===== src/rtl/core/disparity_to_xyz_point_core_assert.svh =====
// Assertion macros for the disparity to XYZ point core.
// Expects clk and rst_n in the scope where a macro is used.
`ifndef DISPARITY_TO_XYZ_POINT_CORE_ASSERT_SVH
`define DISPARITY_TO_XYZ_POINT_CORE_ASSERT_SVH

// same-cycle implication, checked outside reset
`define DXP_ASSERT_NOW(lbl, ante, cons, msg) \
  lbl: assert property (@(posedge clk) disable iff (!rst_n) (ante) |-> (cons)) else $error(msg);

// next-cycle implication, checked outside reset
`define DXP_ASSERT_NEXT(lbl, ante, cons, msg) \
  lbl: assert property (@(posedge clk) disable iff (!rst_n) (ante) |=> (cons)) else $error(msg);

`endif


===== src/rtl/core/dxp_pkg.sv =====
// Package for the disparity to XYZ point core: codes, widths, helpers.
// No dependencies.
`timescale 1ns / 1ps

package dxp_pkg;

  // configuration register indexes
  typedef enum logic [2:0] {
    REG_BASELINE     = 3'd0,
    REG_FOCAL_LENGTH = 3'd1,
    REG_DISP_THRESH  = 3'd2,
    REG_IMAGE_WIDTH  = 3'd3,
    REG_IMAGE_HEIGHT = 3'd4,
    REG_CAM_OFFSET_X = 3'd5,
    REG_CAM_OFFSET_Z = 3'd6,
    REG_UNUSED       = 3'd7
  } reg_idx_t;

  // camera direction codes
  typedef enum logic [1:0] {
    DIR_FRONT = 2'd0,
    DIR_RIGHT = 2'd1,
    DIR_BACK  = 2'd2,
    DIR_LEFT  = 2'd3
  } view_dir_t;

  // divider geometry: 40-bit dividend, 16-bit divisor, 33 quotient bits
  localparam int DIV_NW  = 40;
  localparam int DIV_DW  = 16;
  localparam int DIV_QW  = 33;
  localparam int DIV_LAT = DIV_QW + 1;

  // side information that travels along the divider
  typedef struct packed {
    logic      vld;
    logic      ptv;
    view_dir_t dir;
    logic      sx;
    logic      sy;
    logic      zx;
    logic      zy;
    logic      dzero;
  } side_t;

  // saturate a 37-bit signed value to 32 bits
  function automatic logic signed [31:0] sat32(input logic signed [36:0] v);
    logic signed [31:0] r;
    if (v[36:31] == 6'b000000 || v[36:31] == 6'b111111) begin
      r = v[31:0];
    end else if (v[36]) begin
      r = 32'sh8000_0000;
    end else begin
      r = 32'sh7FFF_FFFF;
    end
    return r;
  endfunction

endpackage


===== src/rtl/core/dxp_div.sv =====
// Pipelined restoring divider, one quotient bit per stage, with overflow flag.
// Depends on dxp_pkg.
`timescale 1ns / 1ps

module dxp_div
  import dxp_pkg::*;
(
  input  logic              clk,
  input  logic              en,
  input  logic [DIV_NW-1:0] num,
  input  logic [DIV_DW-1:0] den,
  output logic [DIV_QW-1:0] quo,
  output logic              ovf
);

  localparam int HW = DIV_NW - DIV_QW;

  logic [DIV_DW-1:0] rem_r [0:DIV_QW];
  logic [DIV_QW-1:0] num_r [0:DIV_QW];
  logic [DIV_QW-1:0] quo_r [0:DIV_QW];
  logic [DIV_DW-1:0] den_r [0:DIV_QW];
  logic              ovf_r [0:DIV_QW];

  logic [HW-1:0]     hi;
  logic              ovf_nxt;

  // entry: high dividend bits decide overflow (quotient of 2^33 or more)
  always_comb begin
    hi = num[DIV_NW-1:DIV_QW];
    if (den == '0) begin
      ovf_nxt = (num != '0);
    end else begin
      ovf_nxt = (DIV_DW'(hi) >= den);
    end
  end

  always_ff @(posedge clk) begin
    if (en) begin
      rem_r[0] <= ovf_nxt ? '0 : DIV_DW'(hi);
      num_r[0] <= num[DIV_QW-1:0];
      quo_r[0] <= '0;
      den_r[0] <= den;
      ovf_r[0] <= ovf_nxt;
    end
  end

  // one restoring step per stage
  for (genvar k = 0; k < DIV_QW; k++) begin : g_step
    logic [DIV_DW:0] trial;
    logic            ge;
    logic [DIV_DW:0] diff;

    always_comb begin
      trial = {rem_r[k], num_r[k][DIV_QW-1]};
      ge    = (trial >= {1'b0, den_r[k]});
      diff  = trial - {1'b0, den_r[k]};
    end

    always_ff @(posedge clk) begin
      if (en) begin
        rem_r[k+1] <= ge ? diff[DIV_DW-1:0] : trial[DIV_DW-1:0];
        num_r[k+1] <= {num_r[k][DIV_QW-2:0], 1'b0};
        quo_r[k+1] <= {quo_r[k][DIV_QW-2:0], ge};
        den_r[k+1] <= den_r[k];
        ovf_r[k+1] <= ovf_r[k];
      end
    end
  end

  assign quo = quo_r[DIV_QW];
  assign ovf = ovf_r[DIV_QW];

endmodule


===== config.mk =====
export PLATFORM = sky130hd
export DESIGN_NAME = dxp_div
export DESIGN_NICKNAME = d
export VERILOG_FILES = /design/src/rtl/core/disparity_to_xyz_point_core_assert.svh /design/src/rtl/core/dxp_pkg.sv /design/src/rtl/core/dxp_div.sv
export SDC_FILE = /design/constraint.sdc
export NUM_CORES = 2
export LEC_CHECK = 0
export BUFFER_PORTS_ARGS = -buffer_cell sky130_fd_sc_hd__buf_2
export CAP_MARGIN = 25
export CORE_MARGIN = 2
export CORE_UTILIZATION = 60
export DETAILED_ROUTE_END_ITERATION = 16
export PLACE_DENSITY = 0.86
export SYNTH_ARGS = -nofsm -noshare
export SYNTH_HDL_FRONTEND = slang
export SYNTH_SLANG_ARGS = --single-unit

===== constraint.sdc =====
create_clock -name clk -period 6.6 [get_ports clk]
set_clock_uncertainty 0.2 [all_clocks]
set_input_delay 0 -clock clk [delete_from_list [all_inputs] [get_ports clk]]
set_output_delay 0 -clock clk [all_outputs]
set_load 0.005 [all_outputs]

======== Word-level counts from Yosys, hierarchy flattened ========
Memories as Yosys holds them, arrays and structs flattened.
Cells that the tools add are included.
storage, ports and cells
  register bits ........................... 0
  memories kept ........................... 5
  bits in writable memories ............... 3,366
memory list
  name   words  width  read ports  clocked after Yosys merged registers in  wr ports  line           text
  num_r  34     33     33          0                                        34        dxp_div.sv:19  logic [DIV_QW-1:0] num_r [0:DIV_QW];
  quo_r  34     33     34          0                                        34        dxp_div.sv:20  logic [DIV_QW-1:0] quo_r [0:DIV_QW];
  den_r  34     16     33          0                                        34        dxp_div.sv:21  logic [DIV_DW-1:0] den_r [0:DIV_QW];
  rem_r  34     16     33          0                                        34        dxp_div.sv:18  logic [DIV_DW-1:0] rem_r [0:DIV_QW];
  ovf_r  34     1      34          0                                        34        dxp_div.sv:22  logic ovf_r [0:DIV_QW];
operators by class
  magnitude comparators ................... 34
  add/subtract/negate cells ............... 33
  multiplexer cells ....................... 37
  reduce and logical (&&, ||, !) cells .... 2
operators by type and width
  kind                                          count
  greater-or-equal comparator 17 x 16 -> 1 bit  33
  2-to-1 mux 16 bit                             33
  subtractor 16 bit                             33
  nonzero test 40 bit                           1
  greater-or-equal comparator 7 x 16 -> 1 bit   1
  logical NOT 16 bit                            1
  2-to-1 mux 7 bit                              1
  2-to-1 mux 1 bit                              3

======== Longest topological paths before layout ========
  word-level depth ........................ 3
  gate-level depth with buffers ........... 14

======== Least setup slack after synthesis ========
No wires, ideal clock.
  path kind ............................... register -> register
  start point ............................. memory den_r[3][1]
  end point ............................... memory rem_r[4][10] (data pin)
  slack ................................... 3.200 ns
  required time ........................... 6.140 ns
  period minus slack after synthesis ...... 3.400 ns
  stages on the path, launching flop included .. 14
  data arrival time ....................... 2.940 ns
  cell sequence ........................... edfxtp_1 > inv_1 > ha_1 > nor2b_4 > o31a_1 > o21ai_1 > nand2b_1 > a221o_1 > a41oi_2 > a211oi_1 > or4_1 > buf_6 > buf_8 > mux2_4
RTL lines
  item         line
  from (decl)  dxp_div.sv:21
  to (decl)    dxp_div.sv:18

==> flow_metrics.env <==
export IMPL_cp_top_family="compound AO/OA/AOI/OAI gates"
export IMPL_layout_cells_non_filler=9132
export IMPL_globalplace_congestion=0.879
export IMPL_tightestPinTransition_ns=1.13
export IMPL_routed_via_density=5.73
export IMPL_critPathMaxFanout=17
export IMPL_yosysUniqueCellTypes=86
export IMPL_synth_area_leaders="edfxtp_1 (69%), ha_1 (6.9%), mux2_1 (2.7%), inv_1 (2.6%), xnor2_1 (2.3%)"
export IMPL_starting_density=0.605
export IMPL_postCtsSetupBuffers=0
export IMPL_hold_buf_cts=119
export IMPL_totalNegativeSetupSlack_ns=0
export IMPL_max_freq_mhz=243
export IMPL_ff2ff_setup_slack_ns=2.49
export IMPL_dieArea_um2=163000
export IMPL_run_status="complete, no violations"
export IMPL_hold_path_class="in -> reg"
export IMPL_cap_viol_max_count=0
export IMPL_setup_repair_after_global_routing_missed_its_margin="no"
export IMPL_post_cts_resized=0
export IMPL_post_synth_top_area_cell="edfxtp_1"
export IMPL_synth_top_cells_by_count="edfxtp_1 (2203), inv_1 (653), ha_1 (527)"
export IMPL_min_to="ovf_r[0]$_DFFE_PP_"
export IMPL_cts_inserted_buffers=214
export IMPL_r2r_end="rem_r[4][15]$_DFFE_PP_"
export IMPL_cts_max_level=4
export IMPL_final_min_clock_period_ns=4.11
export IMPL_grt_total_usage=0.208
export IMPL_final_period_utilization=0.622
export IMPL_critical_path_max_stage_delay_ns=0.82
export IMPL_cp_arrival_ns=4.49
export IMPL_area_growth_synth_to_final_pct=12.4
export IMPL_drt_iter0_markers=4336
export IMPL_hpwl_um=109000
export IMPL_wirelength_um=170000
export IMPL_post_place_cells=8616
export IMPL_cts_root_buf="clkbuf_16"
export IMPL_powerDensity_nw_per_um2=446
export IMPL_floorplan_io_pins=92
export IMPL_worstPathCellList="inv_1 -> ha_1 -> nor2b_4 -> o31a_1 -> o21ai_1 -> nand2b_1 -> a221o_1 -> a41oi_2 -> a211oi_1 -> or4_1 -> mux2_1"
export IMPL_max_slew_margin=0.244
export IMPL_worstPathRequired_ns=6.98
export IMPL_final_max_slew_violation_count=0
export IMPL_antenna_violating_nets_post_route=0
export IMPL_drive_above_1_share=0.0788
export IMPL_floorplan_core_area_um2=159000
export IMPL_critical_path_class="reg -> reg"
export IMPL_startpoint_type="register"
export IMPL_count_of_flip_flops_with_a_built_in_enable_after_synthesis=2203
export IMPL_clkLatencyLatePin_ns=0.86
export IMPL_grt_pass1_wl_um=272000
export IMPL_path_clk_slew_ns=0.07
export IMPL_routed_via_count=52321
export IMPL_wire_per_inst_um=18.6
export IMPL_synth_seq_area_share=0.690
export IMPL_timing_final_hold_violations=0
export IMPL_rr_worst_depth=11
export IMPL_grt_start_max_net_pins=190
export IMPL_total_nets_final=7497
export IMPL_syn_nets=7083
export IMPL_async_set_or_reset_flop_fraction_in_the_synthesized_netlist=0
export IMPL_port_buffers=91
export IMPL_yosys_most_used_dff="edfxtp_1"
export IMPL_grt_pass1_vias=52601
export IMPL_static_leakage_power_uw=0.0416
export IMPL_tritoncts="yes"
export IMPL_end_kind="register"
export IMPL_syn_area_per_cell_um2=14.8
export IMPL_final_setup_viol_count=0
export IMPL_min_from="den[12]"
export IMPL_worstReg2RegStart="den_r[3][1]$_DFFE_PP_"
export IMPL_yosysMostFrequentCell="edfxtp_1"
export IMPL_route_detailed_drc=0
export IMPL_hold_path_depth=5
export IMPL_drt_pre_antenna_iters=6
export IMPL_syn_area_um2=95900
export IMPL_grt_overflow_total=0
export IMPL_critical_path_n_buffers_inverters=1
export IMPL_number_of_synthesized_register_bits=2203
export IMPL_dieWidth_um=404
export IMPL_rows=146
export IMPL_number_of_antenna_violations_at_the_first_check_in_global_routing=2
export IMPL_synth_warnings=0
export IMPL_netlist_instances=6466
export IMPL_die_height_um=404
export IMPL_clk_path_buf_depth=3
export IMPL_fin_total_pwr_uw=48100
export IMPL_power_ir_vdd_worst_mv=0.325
export IMPL_critical_path_slowest_cell="or4_1"
export IMPL_yosysTopAreaCellShare=0.690
export IMPL_clock_sinks=2203
-- flip-flops by register name, indices dropped and copies added, names as in the netlist --
| register | flops |
|---|---|
| ovf_r | 34 |
| den_r | 528 |
| num_r | 561 |
| quo_r | 561 |
| rem_r | 519 |
-- through the flow --
step	hold slack [ns]	area, µm²	worst slack, ns	util
CTS	0.00635	108000	2.51	0.680
global route	0.0747	108000	2.26	0.680
floorplan	-0.101	95900	3.20	-
finish	0.103	108000	2.49	0.680
detailed placement	-0.00673	99200	2.61	0.626
global placement	-0.00883	99200	2.69	0.625
-- final cells by class --
type / instances / area, µm²
multi-input cells: 3534 / 27000
well taps: 2072 / 2590
flip-flops and latches: 2203 / 66200
fillers: 10219 / 50800
inverters: 666 / 2500
repair buffers: 261 / 2180
diodes: 1 / 2.50
clock inverters: 127 / 1760
clock buffers: 268 / 5600
-- worst max path at each step --
stage / startpoint / endpoint / slack (ns) / depth (start not counted)
finish: den_r[3][1]$_DFFE_PP_ / rem_r[4][15]$_DFFE_PP_ / 2.49 / 11
global route: den_r[6][1]$_DFFE_PP_ / rem_r[7][5]$_DFFE_PP_ / 2.26 / 11
CTS: den_r[3][1]$_DFFE_PP_ / rem_r[4][15]$_DFFE_PP_ / 2.51 / 11
detailed placement: den_r[3][1]$_DFFE_PP_ / rem_r[4][2]$_DFFE_PP_ / 2.61 / 11
global placement: den_r[3][1]$_DFFE_PP_ / rem_r[4][2]$_DFFE_PP_ / 2.69 / 11
floorplan: den_r[3][1]$_DFFE_PP_ / rem_r[4][10]$_DFFE_PP_ / 3.20 / 13
-- logic make-up (layout without fill, tap and decap cells) --
logic type	after synthesis	in the layout	share of synthesized area
XOR/XNOR	372	372	0.0340
AO/OA/AOI/OAI	1240	1240	0.0815
flip-flops	2203	2203	0.690
multiplexers	314	314	0.0367
adder cells (fa/ha/maj)	559	559	0.0755
buffers and inverters	729	1322	0.0291
other	0	1	0
AND/OR/NAND/NOR	1049	1049	0.0532
-- layout by cell type (no fill, tap or decap), drive strengths merged, types with 16 or more instances in the layout --
master and n:
o21ai 299, clkbuf 268, o211ai 17, and3 23
a211oi 29, xnor2 255, clkinv 75, xor2 117
or3 25, nor4 31, o21a 68, nand4 74
nand2b 74, ha 527, o21bai 42, a31oi 34
o31ai 28, nor3 74, inv 671, nor2 322
nand2 228, bufinv 33, mux2 279, a21o 141
edfxtp 2203, a21boi 16, a21oi 408, nand3 53
dlygate4sd3 119, nor2b 88, fa 32, a211o 18
mux2i 35, o31a 28, buf 142
-- power breakdown --
group | leakage (µW) | switching, µW | total, µW | internal (µW)
sequential | 0.0215 | 1380 | 20300 | 18900
clock | 0.00353 | 5220 | 12600 | 7350
combinational | 0.0165 | 8370 | 15300 | 6890
total | 0.0416 | 15000 | 48100 | 33100
-- metal layers --
layer | global-route usage | vias to the layer above | part of all wire
met5 | 0 | - | 0.000076
met4 | 0.0734 | 2 | 0.030
met3 | 0.0341 | 358 | 0.053
met2 | 0.358 | 1567 | 0.50
met1 | 0.269 | 25401 | 0.42
li1 | - | 24993 | -
-- worst register-to-register path: stages (launching register included) --
cell and delay (ns):
edfxtp_1 0.44, inv_1 0.09, ha_1 0.25, nor2b_4 0.14, o31a_1 0.27, o21ai_1 0.16, nand2b_1 0.13, a221o_1 0.36
a41oi_2 0.34, a211oi_1 0.13, or4_1 0.82, mux2_1 0.48
No activity file was read; power rests on OpenSTA's default activity.
